## config.mk

```make
export PLATFORM = sky130hd
export DESIGN_NAME = vpr_div_cell
export DESIGN_NICKNAME = d
export VERILOG_FILES = /design/src/hdl/vpr_div_cell.sv
export SDC_FILE = /design/constraint.sdc
export NUM_CORES = 1
export LEC_CHECK = 0
export ABC_AREA = 1
export ABC_CLOCK_PERIOD_IN_PS = 1500
export BUFFER_PORTS_ARGS = -buffer_cell sky130_fd_sc_hd__buf_2
export CORE_AREA = 2 2 216 218
export DETAILED_ROUTE_END_ITERATION = 10
export DIE_AREA = 0 0 218 220
export HOLD_SLACK_MARGIN = 0.02
export PLACE_DENSITY = 0.69
export SLEW_MARGIN = 25
export SYNTH_ARGS = -nofsm -noshare
export SYNTH_HDL_FRONTEND = slang
export SYNTH_SLANG_ARGS = --single-unit
```

## constraint.sdc

```tcl
create_clock -name clk -period 1.5 [get_ports clk]
set_input_delay 0.225 -clock clk [delete_from_list [all_inputs] [get_ports clk]]
set_output_delay 0.225 -clock clk [all_outputs]
set_load 0.01 [all_outputs]
```

## src/hdl/vpr_div_cell.sv

```systemverilog
// One restoring-division cell: a quotient bit for each of three lanes sharing a divisor.
`timescale 1ns / 1ps
module vpr_div_cell #(
	parameter int CW = 32,
	parameter int NW = 48,
	parameter int PW = 1
) (
	input  logic          clk,
	input  logic          arst_n,
	input  logic          en,
	input  logic          vld_i,
	input  logic [CW:0]   ud_i,
	input  logic [CW:0]   rem_i [3],
	input  logic [NW-1:0] nq_i [3],
	input  logic [PW-1:0] pass_i,
	output logic          vld_o,
	output logic [CW:0]   ud_o,
	output logic [CW:0]   rem_o [3],
	output logic [NW-1:0] nq_o [3],
	output logic [PW-1:0] pass_o
);
	logic [CW+1:0] t [3];
	logic          ge [3];
	logic [CW:0]   rem_n [3];
	logic          vld_q;
	logic [CW:0]   ud_q;
	logic [CW:0]   rem_q [3];
	logic [NW-1:0] nq_q [3];
	logic [PW-1:0] pass_q;

	always_comb begin
		for (int k = 0; k < 3; k++) begin
			t[k]     = {rem_i[k], nq_i[k][NW-1]};
			ge[k]    = t[k] >= {1'b0, ud_i};
			rem_n[k] = ge[k] ? (CW+1)'(t[k] - {1'b0, ud_i}) : t[k][CW:0];
		end
	end

	always_ff @(posedge clk or negedge arst_n) begin
		if (!arst_n) begin
			vld_q <= 1'b0;
		end else if (en) begin
			vld_q <= vld_i;
		end
	end

	always_ff @(posedge clk) begin
		if (en) begin
			ud_q   <= ud_i;
			pass_q <= pass_i;
			for (int k = 0; k < 3; k++) begin
				rem_q[k] <= rem_n[k];
				// shift out a numerator bit, shift in a quotient bit
				nq_q[k]  <= {nq_i[k][NW-2:0], ge[k]};
			end
		end
	end

	assign vld_o  = vld_q;
	assign ud_o   = ud_q;
	assign rem_o  = rem_q;
	assign nq_o   = nq_q;
	assign pass_o = pass_q;
endmodule

```

* Yosys cells after proc, flatten, opt, wreduce, memory -nomap -nowiden
Index checks and enable logic that the tools add are counted.
** Cells by class
- Add/subtract/negate cells :: 3
- Magnitude comparators :: 3
- Multiplexer cells :: 3
** Operator list (count)
- $ge 34x33->1 :: 3
- $mux 33 :: 3
- $sub 33x33->33 :: 3
** Storage, ports and cells
- Register bits :: 278
- Bits of input ports :: 281
- Output and inout port bits :: 278
- Word-level logic and storage cells :: 18

* Depth between registers and ports, before layout
- Word-level depth :: 2
- Mapped depth :: 15
- Gate-level depth less buffers :: 15

* Worst setup path before layout
No wires, ideal clock.
- Path type :: in2reg
- Start point :: in nq_i[143] (netlist name)
- End point :: reg rem_q (netlist bit rem_o[85]), data pin
- Setup time :: 253 ps
- Arrival time :: 1625 ps
- Data required time :: 1247 ps
- Setup slack :: -378 ps
- Stages :: 13
- Buffers on the path :: 1
- Path through :: inv_1 ha_1 inv_1 fa_1 nand3_1 nand3_2 nand2_1 nand2_2 nand2_4 nand2_8 buf_8 nand3_1 nand2_1
** RTL lines
- start: declaration :: line 14 : input logic [NW-1:0] nq_i [3],
- end signal: indexed assignment :: line 52 : rem_q[k] <= rem_n[k];
- end: declaration :: line 27 : logic [CW:0] rem_q [3];

==> results.py <==
metrics = {
    "power": {
        "p_sw_share_pct": 32.9,
        "ir_drop_v": 0.000945,
        "power.leakage_nw": 15.4,
        "switchingPower_mw": 8.62,
        "internal_power_mw": 17.6,
        "power_density_mw_per_mm2": 856,
        "seq_power_share_pct": 37.5,
        "clockPowerShare_pct": 27.6,
        "combPwrFrac_pct": 34.9,
    },
    "place": {
        "placed_cell_area_mm2": 0.0249,
        "io_buffers": 558,
        "gp_congestion": 0.988,
        "hpwl_um": 60100,
    },
    "layout": {
        "utilization_pct": 66.8,
        "syn2layout_area_growth_pct": 70.1,
        "multi_input_area_mm2": 0.00985,
        "fillCellCount": 3694,
        "final_nets": 3875,
        "design_area_mm2": 0.0306,
        "final-seq-area_mm2": 0.00834,
        "drive_above_1_share_pct": 41.2,
    },
    "setup_path": {
        "cp.arrival_ns": 2.12,
        "required_ns": 1.82,
        "cp-start-kind": "input port",
        "crit_type": "input port to flop",
        "end_kind": "flop",
        "path_max_fanout": 11,
    },
    "yosys": {
        "ys_seq_area_share_pct": 46.3,
        "synth_area_mm2": 0.0180,
        "synthMostInstantiatedCell": "nand2_1",
        "async_reset_ff_share_pct": 0.360,
        "synth_cells": 2259,
        "synth.distinct_cells": 34,
        "synth.avg_cell_area_um2": 7.97,
        "synth.largest_area_cell": "edfxtp_1",
        "synth_edf_count": 277,
        "synthesis.nets": 2642,
        "synth_ff_type": "edfxtp_1",
        "synthTopCellsByCount": "nand2_1, inv_1, edfxtp_1",
        "synth_warnings": 0,
        "synth_top_area_share_pct": 46.2,
        "ys_seq_elements": 278,
        "synthTopCellsByArea": "edfxtp_1, nand2_1, inv_1",
    },
    "global_routing": {
        "use_met3_pct": 3.05,
        "busiest_layer": "met2",
        "grt_pass1_vias": 19500,
        "antenna_found_initial": 17,
        "grt_max_degree": 58,
        "grt_util_all_layers_pct": 31.0,
        "grt_util_met2_pct": 54.3,
        "grt_overflow": 0,
        "grt_use_met1_pct": 36.1,
        "grt_pass1_wl_um": 112000,
    },
    "sta": {
        "hold_viol_final": 0,
        "maxSlewHeadroom_pct": 75.2,
        "final.setup.tns_ns": -23.54,
        "setup_ws_ns": -0.297,
        "setup_viol": 102,
        "rsz0062_at_grt": "yes",
        "slew_violations": 0,
        "fmax_mhz": 556,
        "finalCritPeriodShare_pct": 120,
        "period_needed_ns": 1.80,
        "fin_worst_skew_ns": 0,
        "worst-slew-pin-transition_ns": 0.372,
    },
    "route": {
        "via_per_inst": 4.90,
        "ant_nets": 0,
        "drtPass1Iterations": 5,
        "routed_wl_um": 81800,
        "dr.first_iter.drc_count": 1472,
        "via_count": 20300,
        "drc": 0,
        "wl_per_cell_um": 19.8,
    },
    "clock_tree": {
        "cts_tree": "yes",
        "clkTransAtPathRegs_ns": 0.06,
        "cts_max_level": 1,
        "cts_sinks": 278,
        "cts_root_buf": "clkbuf_16",
        "clk_path_buf_depth": 3,
        "clk_latency_ns": 0.58,
        "cts_buffers": 31,
    },
    "hold_path": {
        "hp-class": "input port to flop",
    },
    "job": {
        "cap_violations": 0,
    },
    "floorplanning": {
        "core_area_mm2": 0.0459,
        "fp.dieW_um": 218,
        "rows": 79,
        "die_h_um": 220,
        "dieArea_mm2": 0.0480,
        "boundaryPins": 559,
        "initial_core_util_pct": 39.3,
    },
    "outcome": {
        "status": "finished, violations left",
        "violations": "setup timing",
    },
}
per-layer routing:
metal	up-vias	routed length (um)
li1	9669	-
met1	9430	31100
met2	915	39600
met3	250	5060
met4	0	6070
met5	-	0
through the flow:
stage / hold slack [ns] / std cells / setup slack [ns] / total power, mW
4_1_cts: 0.0201 / 4072 / -0.268 / 25.3
2_1_floorplan: -0.0706 / 2259 / -0.360 / 13.6
3_3_place_gp: 0.0204 / 3765 / -0.908 / 17.3
3_5_place_dp: 0.0203 / 3765 / -0.905 / 17.4
5_1_grt: 0.0443 / 4134 / -0.337 / 27.3
6_report: 0.0357 / 4135 / -0.297 / 26.2
layout make-up:
| class | count | share of cell area (%) |
|---|---|---|
| clock buffer | 33 | 2.56 |
| inverter | 410 | 5.18 |
| tap | 607 | 2.48 |
| sequential | 278 | 27.2 |
| clock inverter | 21 | 0.494 |
| timing repair buffer | 1220 | 29.8 |
| antenna | 15 | 0.123 |
| multi-input combinational | 1551 | 32.2 |
flip-flops by register name, indices dropped and copies added (netlist names):
register  count
rem_o        99
vld_o         1
pass_o        1
nq_o        144
ud_o         33
repair_timing:
item,CTS,global route
endpoints found under the setup margin,102,103
hold buffers,241,1
endpoints found under the hold margin,241,1
pin swaps,11,108
resized for setup,47,360
cloned,5,11
buffers inserted,7,36
placed cells by master, fill, tap and decap left out, types with 68 or more instances in the layout:
cell type / n
buf_2: 548
buf_4: 352
dlygate4sd3_1: 242
edfxtp_1: 277
inv_1: 365
nand2_1: 752
nand2_2: 105
nand3_1: 122
nand3_2: 68
nor2_1: 90
kinds of logic (layout without fill, tap and decap cells):
logic type	count (synthesis)	in the layout	share of synthesized area, %
simple gates	1325	1332	32.4
buf+inv	437	1684	9.70
flops	278	278	46.3
fa+ha+maj	102	102	7.21
compound gates	74	74	2.20
xor+xnor	42	42	2.04
mux	1	1	0.0625
other cells	0	15	0
power groups by stage:
stage	registers, mW	logic (mW)	clock network, mW
after floorplan	10.4	3.17	0
after global placement	9.95	7.37	0
after detailed placement	9.95	7.47	0
after CTS	9.81	8.15	7.31
after global routing	9.89	9.84	7.60
final	9.84	9.15	7.23
worst max-delay path, stage by stage:
cell	delay (ns)
buf_6	0.08
clkinvlp_4	0.15
buf_12	0.17
ha_4	0.29
nand2_4	0.07
inv_4	0.07
nand2_4	0.05
inv_2	0.07
nand2_2	0.06
nor2_2	0.14
nand2_1	0.11
nand2_2	0.10
nor2_4	0.06
buf_12	0.16
buf_12	0.15
nand3_1	0.08
nand2_1	0.07
worst paths after layout:
| check | start | to | slack (ns) | depth (start not counted) |
|---|---|---|---|---|
| max | ud_i[12] | rem_o[44]$_DFFE_PP_ | -0.30 | 17 |
| min | rem_i[23] | rem_o[24]$_DFFE_PP_ | 0.04 | 3 |
| max reg2reg | vld_o$_DFFE_PN0P_ | vld_o$_DFFE_PN0P_ | 0.76 | 1 |
| min reg2reg | vld_o$_DFFE_PN0P_ | vld_o$_DFFE_PN0P_ | 0.51 | 1 |
| max in group asynchronous | arst_n | vld_o$_DFFE_PN0P_ | 0.86 | 3 |
| min in group asynchronous | arst_n | vld_o$_DFFE_PN0P_ | 0.52 | 3 |
(Power assumes the default switching activity.)
