`config.mk`:
```
export PLATFORM = sky130hd
export DESIGN_NAME = vpr_cordic_cell
export DESIGN_NICKNAME = d
export VERILOG_FILES = /design/src/hdl/vpr_pkg.sv /design/src/hdl/vpr_cordic_cell.sv
export SDC_FILE = /design/constraint.sdc
export NUM_CORES = 1
export LEC_CHECK = 0
export BUFFER_PORTS_ARGS = -buffer_cell sky130_fd_sc_hd__buf_2
export CAP_MARGIN = 20
export CORE_MARGIN = 10
export CORE_UTILIZATION = 57
export CTS_BUF_LIST = sky130_fd_sc_hd__clkbuf_8
export DETAILED_ROUTE_END_ITERATION = 8
export PLACE_DENSITY_LB_ADDON = 0.15
export SLEW_MARGIN = 10
export SYNTH_ARGS = -nofsm -noshare
export SYNTH_HDL_FRONTEND = slang
export SYNTH_SLANG_ARGS = --single-unit
```
`constraint.sdc`:
```
create_clock -name clk -period 0.95 [get_ports clk]
set_input_delay 0.095 -clock clk [delete_from_list [all_inputs] [get_ports clk]]
set_output_delay 0.095 -clock clk [all_outputs]
set_load 0.01 [all_outputs]
```
`src/hdl/vpr_pkg.sv`:
```
// Shared constants, types and helper functions for the vector plane rotate block.
`timescale 1ns / 1ps
package vpr_pkg;

	// Width of the CORDIC datapath (angle frame is 2^32 per turn)
	localparam int CORDIC_W = 34;
	// Width of a rounded sine or cosine, range [-32768, 32768]
	localparam int SC_W = 17;
	localparam int SC_FRAC = 15;
	localparam int POS_FRAC = 16;
	localparam logic [31:0] CORDIC_GAIN_Q30 = 32'd652032874;

	localparam logic [3:0] CMD_ROT_X = 4'd0;
	localparam logic [3:0] CMD_ROT_Y = 4'd1;
	localparam logic [3:0] CMD_ROT_Z = 4'd2;
	localparam logic [3:0] CMD_XY    = 4'd3;
	localparam logic [3:0] CMD_YZ    = 4'd4;
	localparam logic [3:0] CMD_XZ    = 4'd5;
	localparam logic [3:0] CMD_XW    = 4'd6;
	localparam logic [3:0] CMD_YW    = 4'd7;
	localparam logic [3:0] CMD_ZW    = 4'd8;
	localparam logic [3:0] CMD_PROJ  = 4'd9;

	localparam logic [1:0] IDX_X = 2'd0;
	localparam logic [1:0] IDX_Y = 2'd1;
	localparam logic [1:0] IDX_Z = 2'd2;
	localparam logic [1:0] IDX_W = 2'd3;

	localparam logic [0:0] REG_PROJ_DIST = 1'b0;

	localparam logic [31:0] ATAN_TURN32 [24] = '{
		32'h20000000, 32'h12E4051E, 32'h09FB385B, 32'h051111D4, 32'h028B0D43, 32'h0145D7E1,
		32'h00A2F61E, 32'h00517C55, 32'h0028BE53, 32'h00145F2F, 32'h000A2F98, 32'h000517CC,
		32'h00028BE6, 32'h000145F3, 32'h0000A2FA, 32'h0000517D, 32'h000028BE, 32'h0000145F,
		32'h00000A30, 32'h00000518, 32'h0000028C, 32'h00000146, 32'h000000A3, 32'h00000051
	};

	typedef struct packed {
		logic       valid;
		logic [3:0] cmd;
		logic       status;
	} vpr_ctl_t;

	// Round a Q30 CORDIC output to Q15 and clamp to one full unit
	function automatic logic signed [SC_W-1:0] sc_round(input logic signed [CORDIC_W-1:0] v);
		logic signed [CORDIC_W-1:0] half;
		logic signed [CORDIC_W-1:0] lim;
		logic signed [CORDIC_W-1:0] r;
		half = CORDIC_W'(1 << (SC_FRAC - 1));
		lim  = CORDIC_W'(1 << SC_FRAC);
		r    = (v + half) >>> (30 - SC_FRAC);
		if (r > lim) begin
			return SC_W'(lim);
		end else if (r < -lim) begin
			return SC_W'(-lim);
		end
		return SC_W'(r);
	endfunction

	// Commands whose first output takes +s (second takes -s)
	function automatic logic cmd_plus(input logic [3:0] cmd);
		unique case (cmd) inside
			CMD_ROT_Y, CMD_XY, CMD_YZ, CMD_XW: return 1'b1;
			default: return 1'b0;
		endcase
	endfunction

endpackage

```
`src/hdl/vpr_cordic_cell.sv`:
```
// One CORDIC rotation cell with a fixed shift, carrying its request along.
`timescale 1ns / 1ps
module vpr_cordic_cell #(
	parameter int STEP = 0,
	parameter int PW = 1
) (
	input  logic                                  clk,
	input  logic                                  arst_n,
	input  logic                                  en,
	input  logic                                  vld_i,
	input  logic signed [vpr_pkg::CORDIC_W-1:0]   x_i,
	input  logic signed [vpr_pkg::CORDIC_W-1:0]   y_i,
	input  logic signed [vpr_pkg::CORDIC_W-1:0]   z_i,
	input  logic [PW-1:0]                         pass_i,
	output logic                                  vld_o,
	output logic signed [vpr_pkg::CORDIC_W-1:0]   x_o,
	output logic signed [vpr_pkg::CORDIC_W-1:0]   y_o,
	output logic signed [vpr_pkg::CORDIC_W-1:0]   z_o,
	output logic [PW-1:0]                         pass_o
);
	import vpr_pkg::*;

	logic signed [CORDIC_W-1:0] xs;
	logic signed [CORDIC_W-1:0] ys;
	logic signed [CORDIC_W-1:0] at;
	logic                       vld_q;
	logic signed [CORDIC_W-1:0] x_q;
	logic signed [CORDIC_W-1:0] y_q;
	logic signed [CORDIC_W-1:0] z_q;
	logic [PW-1:0]              pass_q;

	assign xs = x_i >>> STEP;
	assign ys = y_i >>> STEP;
	assign at = CORDIC_W'(ATAN_TURN32[STEP]);

	always_ff @(posedge clk or negedge arst_n) begin
		if (!arst_n) begin
			vld_q <= 1'b0;
		end else if (en) begin
			vld_q <= vld_i;
		end
	end

	always_ff @(posedge clk) begin
		if (en) begin
			// rotate toward zero residual angle
			if (!z_i[CORDIC_W-1]) begin
				x_q <= x_i - ys;
				y_q <= y_i + xs;
				z_q <= z_i - at;
			end else begin
				x_q <= x_i + ys;
				y_q <= y_i - xs;
				z_q <= z_i + at;
			end
			pass_q <= pass_i;
		end
	end

	assign vld_o  = vld_q;
	assign x_o    = x_q;
	assign y_o    = y_q;
	assign z_o    = z_q;
	assign pass_o = pass_q;
endmodule

```
==> results of run 1 <==
-- through the flow --
step / hold WS [ns] / cell area (sq um) / setup slack, ns / TNS [ns]
after floorplan: -0.2006 / 10070 / -1.527 / -62.04
after detailed placement: -0.1293 / 13810 / -2.147 / -105.43
after global placement: -0.1308 / 13810 / -2.032 / -95.98
-- logic make-up after synthesis --
kind of cell,share of synthesized area
xor gates and xnor gates,0.06013
and+or+nand+nor,0.1365
DFF,0.3365
buffers and inverters,0.06272
adders and majority gates,0.1478
AOI/OAI and AO/OA,0.2397
muxes,0.01663
==> insert_results.sql, run 1 <==
INSERT INTO impl_metrics (metric_group, metric, value, unit) VALUES
('status', 'run_status', 'did not finish', ''),
('status', 'failing_step', 'clock tree synthesis', ''),
('status', 'firstError', '[ERROR DPL-0033] detailed placement checks failed during check placement.', ''),
('clock_network', 'cts_htree_levels', '3', ''),
('floorplanning', 'die_y', '146.9', 'microns'),
('logic_synthesis', 'asyncSetResetFlopFracSynth', '0.009709', ''),
('logic_synthesis', 'post_synth_inst_count', '1046', ''),
('logic_synthesis', 'netlist_top_cells_area', 'edfxtp_1 33%, ha_1 14%, a21oi_1 6.4%', ''),
('logic_synthesis', 'postSynthAreaPerCell', '8.773', 'sq um'),
('logic_synthesis', 'synth_area', '9176', 'sq um'),
('logic_synthesis', 'netlist-cell-type-count', '72', ''),
('clock_network', 'hold_buf_count_cts', '34', ''),
('logic_synthesis', 'ys_seq_area_frac', '0.3365', ''),
('floorplanning', 'io-pin-count', '211', ''),
('logic_synthesis', 'synth-edff-count', '102', ''),
('placement', 'post-place-cells', '1787', ''),
('floorplanning', 'fp-row-count', '46', ''),
('clock_network', 'cts.sink_count', '103', ''),
('logic_synthesis', 'synth_nets', '1259', ''),
('logic_synthesis', 'synth_top_cell_area_share', '0.3338', ''),
('logic_synthesis', 'yosys.area.top_type', 'edfxtp_1', ''),
('placement', 'hpwl', '31940', 'microns'),
('logic_synthesis', 'yosys_most_used_dff', 'edfxtp_1', ''),
('clock_network', 'clk_path_buf_depth', '2', ''),
('clock_network', 'cts_inserted_buffers', '9', ''),
('clock_network', 'cts_resized', '246', ''),
('logic_synthesis', 'synth-warning-count', '0', ''),
('placement', 'io_buffers', '210', ''),
('placement', 'gp_congestion', '1.001', ''),
('logic_synthesis', 'most_numerous_cell_in_the_yosys_netlist', 'a21oi_1', ''),
('logic_synthesis', 'post_synth_most_frequent_cells', '118 x a21oi_1, 102 x edfxtp_1, 102 x ha_1, 99 x inv_1, 95 x nor2_1', ''),
('logic_synthesis', 'ys_seq_elements', '103', ''),
('floorplanning', 'chipWidth', '146.9', 'microns'),
('clock_network', 'post-cts-setup-buffer-count', '38', ''),
('clock_network', 'clock-root-buffer', 'clkbuf_8', ''),
('floorplanning', 'initial_standard_cell_utilization_of_the_core', '0.5798', '');
==> run 2, diff against run 1 <==
- CORE_UTILIZATION: 57 -> 40
- CTS_BUF_LIST: sky130_fd_sc_hd__clkbuf_8 -> default
==> run 2 against run 1 <==
The flow now finishes, with violations (setup timing). Synthesized cell count is the same. Synthesized area did not move.
==> insert_results.sql, run 2 <==
INSERT INTO impl_metrics (metric_group, metric, value, unit) VALUES
('timing', 'achievable_frequency', '0.4025', 'GHz'),
('power_and_ir_drop', 'vdd.ir_drop.worst', '0.7641', 'mV'),
('placement', 'place_worst_setup_slack', '-2.089', 'ns'),
('logic_synthesis', 'synth-edff-count', '102', ''),
('grt', 'first_global_vias', '10650', ''),
('logic_synthesis', 'yosys.area.top_type', 'edfxtp_1', ''),
('timing', 'report.final.slew_viol_count', '0', ''),
('logic_synthesis', 'synth_area', '9176', 'sq um'),
('clock_network', 'clk_path_buf_depth', '2', ''),
('logic_synthesis', 'synth_top_cell_area_share', '0.3338', ''),
('finish', 'syn2layout_area_growth', '84.22', '%'),
('clock_network', 'cts_inserted_buffers', '9', ''),
('logic_synthesis', 'synth_nets', '1259', ''),
('setup_path', 'worst-setup-path-type', 'primary input to register', ''),
('setup_path', 'reg2reg_depth', '2', ''),
('setup_path', 'cp-start-kind', 'primary input', ''),
('setup_path', 'worst_setup_end_kind', 'register', ''),
('placement', 'post-place-cells', '1866', ''),
('grt', 'initial_antenna_violation_count', '0', ''),
('timing', 'worst_slack', '-1.535', 'ns'),
('timing', 'unrepaired_setup_endpoints_after_global_routing', 'true', ''),
('finish', 'antenna_cells_inserted', '0', ''),
('floorplanning', 'initial_standard_cell_utilization_of_the_core', '0.4053', ''),
('detailed_routing', 'drt_first_pass_iters', '5', ''),
('logic_synthesis', 'most_numerous_cell_in_the_yosys_netlist', 'a21oi_1', ''),
('detailed_routing', 'top_layer', 'met4', ''),
('setup_path', 'critPathArrivalTime', '2.61', 'ns'),
('logic_synthesis', 'netlist_top_cells_area', 'edfxtp_1 33%, ha_1 14%, a21oi_1 6.4%', ''),
('min_path', 'timing.hold.worst.class', 'primary input to async pin', ''),
('logic_synthesis', 'ys_seq_elements', '103', ''),
('clock_network', 'cts_htree_levels', '3', ''),
('detailed_routing', 'wl', '40370', 'microns'),
('clock_network', 'clock-root-buffer', 'clkbuf_16', ''),
('finish', 'post_route_cells_drive_above_1_share', '0.5667', ''),
('power_and_ir_drop', 'power_per_cell_area', '1226', 'nW/um^2'),
('detailed_routing', 'route.detailed.wl_per_inst', '20.40', 'microns'),
('detailed_routing', 'vias_per_cell', '5.341', ''),
('logic_synthesis', 'postSynthAreaPerCell', '8.773', 'sq um'),
('finish', 'finalNonFillerCells', '1979', ''),
('placement', 'gp_congestion', '0.9434', ''),
('finish', 'final_cell_mix', '366 x buf_4, 179 x buf_2, 102 x edfxtp_1', ''),
('floorplanning', 'die_area', '29400', 'sq um'),
('floorplanning', 'die_y', '171.5', 'microns'),
('placement', 'io_buffers', '210', ''),
('finish', 'most_common_cell_after_layout_fill_and_taps_aside', 'buf_4', ''),
('grt', 'grt_start_max_net_pins', '45', ''),
('grt', 'wire_length_of_the_first_global_routing_pass', '59100', 'microns'),
('clock_network', 'clk_pin_slew', '0.09', 'ns'),
('setup_path', 'timing.reg2reg.setup_slack', '0.06', 'ns'),
('grt', 'grt_use_total', '0.2578', ''),
('finish', 'final_nets', '1902', ''),
('job', 'drv.max_cap_violation_count', '0', ''),
('setup_path', 'worst_r2r_startpoint', 'vld_o$_DFFE_PN0P_', ''),
('logic_synthesis', 'post_synth_inst_count', '1046', ''),
('detailed_routing', 'wl_met2', '20090', 'microns'),
('floorplanning', 'io-pin-count', '211', ''),
('grt', 'grt.overflow.total', '0', ''),
('power_and_ir_drop', 'leakage', '7.609', 'nW'),
('setup_path', 'critical_path.max_fanout', '3', ''),
('timing', 'worst_slew_pin_slew', '0.5091', 'ns'),
('detailed_routing', 'detail_route.iter0.violations', '527', ''),
('detailed_routing', 'routed_vias', '10570', ''),
('setup_path', 'critical_path_required', '1.08', 'ns'),
('finish', 'final.fill_count', '1591', ''),
('clock_network', 'clock_tree_from_tritoncts', 'done', ''),
('detailed_routing', 'drc_errors', '0', ''),
('detailed_routing', 'met3WireLength', '2557', 'microns'),
('floorplanning', 'fp-row-count', '55', ''),
('clock_network', 'cts.sink_count', '103', ''),
('logic_synthesis', 'asyncSetResetFlopFracSynth', '0.009709', ''),
('logic_synthesis', 'post_synth_most_frequent_cells', '118 x a21oi_1, 102 x edfxtp_1, 102 x ha_1, 99 x inv_1, 95 x nor2_1', ''),
('detailed_routing', 'detail_route.wirelength.met1', '16590', 'microns'),
('setup_path', 'critical_path.reg2reg.endpoint', 'vld_o$_DFFE_PN0P_', ''),
('timing', 'timing.final.setup_violations', '169', ''),
('floorplanning', 'placeableCoreArea', '22640', 'sq um'),
('floorplanning', 'chipWidth', '171.5', 'microns'),
('status', 'violations', 'setup timing', ''),
('timing', 'hold_viol', '0', ''),
('logic_synthesis', 'synth-warning-count', '0', ''),
('logic_synthesis', 'ys_seq_area_frac', '0.3365', ''),
('timing', 'final.setup_skew', '0', 'ns'),
('timing', 'min_period', '2.485', 'ns'),
('placement', 'hpwl', '30280', 'microns'),
('status', 'run_status', 'complete, but fails checks', ''),
('detailed_routing', 'antenna_left', '0', ''),
('timing', 'slew_headroom', '0.6606', ''),
('clock_network', 'worst_skew_pair.late_latency', '0.36', 'ns'),
('timing', 'post-route-period-util', '2.615', ''),
('logic_synthesis', 'netlist-cell-type-count', '72', ''),
('logic_synthesis', 'yosys_most_used_dff', 'edfxtp_1', '');
[run 2: cell counts after synthesis]
No cell type changed its count.
[run 2: critical path, cell delays in order]
cell,delay (ns)
buf_8,0.10
ha_4,0.24
buf_6,0.12
nor3_4,0.21
o21ai_4,0.10
a2111oi_4,0.47
nor3_4,0.11
a2111oi_4,0.37
buf_4,0.20
o21ai_2,0.08
a31oi_1,0.27
o211a_1,0.19
nor3_2,0.04
[run 2: layout make-up]
class	instances	area, sq um	share of cell area
Timing Repair Buffer	677	5250	0.3106
Clock buffer	9	225.2	0.01332
Sequential cell	103	3088	0.1827
Inverter	103	484.2	0.02864
Timing Repair inverter	1	16.27	0.0009622
Tap cell	285	356.6	0.02109
Multi-Input combinational cell	794	7393	0.4373
Clock inverter	7	91.34	0.005403
[run 2: how the worst max path moves through the flow]
stage,endpoint,cells after the start,startpoint
global placement,y_o[33]$_DFFE_PP_,12,x_i[19]
detailed placement,y_o[33]$_DFFE_PP_,12,x_i[19]
finish,y_o[32]$_DFFE_PP_,13,y_i[3]
global route,y_o[33]$_DFFE_PP_,16,x_i[3]
CTS,x_o[30]$_DFFE_PP_,12,x_i[0]
floorplan,x_o[30]$_DFFE_PP_,11,x_i[15]
[run 2: cell families after synthesis]
family,after synthesis,synth area share
DFF,103,0.3365
buffers and inverters,149,0.06272
xor gates and xnor gates,63,0.06013
muxes,15,0.01663
adders and majority gates,106,0.1478
AOI/OAI and AO/OA,340,0.2397
and+or+nand+nor,270,0.1365
[run 2: repair_timing]
action	CTS	global route
cloned	1	0
hold buffers	32	0
pin swaps	72	109
buffers inserted	34	49
resized for setup	191	202
hold endpoints to repair	32	0
setup endpoints to repair	174	172
[run 2: power by group]
| part | internal [W] | leakage [nW] | total, W | switching (W) |
|---|---|---|---|---|
| registers | 0.00584 | 1.01 | 0.00604 | 0.000201 |
| logic | 0.00518 | 6.45 | 0.0105 | 0.00535 |
| clock network | 0.00211 | 0.151 | 0.00416 | 0.00205 |
| total | 0.0131 | 7.61 | 0.0207 | 0.00760 |
[run 2: per-layer routing]
metal  track usage  vias to the layer above
met5             0                        -
met4       0.08280                        0
met3       0.05134                       67
met2        0.4460                      373
met1        0.3137                     5070
li1              -                     5059
[run 2: stage by stage]
step                      TNS, ns  utilization  cell area [sq um]  power [W]  hold WS (ns)
after CTS                  -70.66       0.6926              15680    0.01946       0.02611
after detailed placement  -102.20       0.6170              13970    0.01433       -0.1301
final                      -74.31       0.7467              16910    0.02073       0.04883
after floorplan            -62.04            -              10070    0.01027       -0.2006
after global routing       -82.09       0.7467              16910    0.02164       0.07568
after global placement    -101.22       0.6170              13970    0.01428       -0.1300
Power figures use the tool's default switching activity.
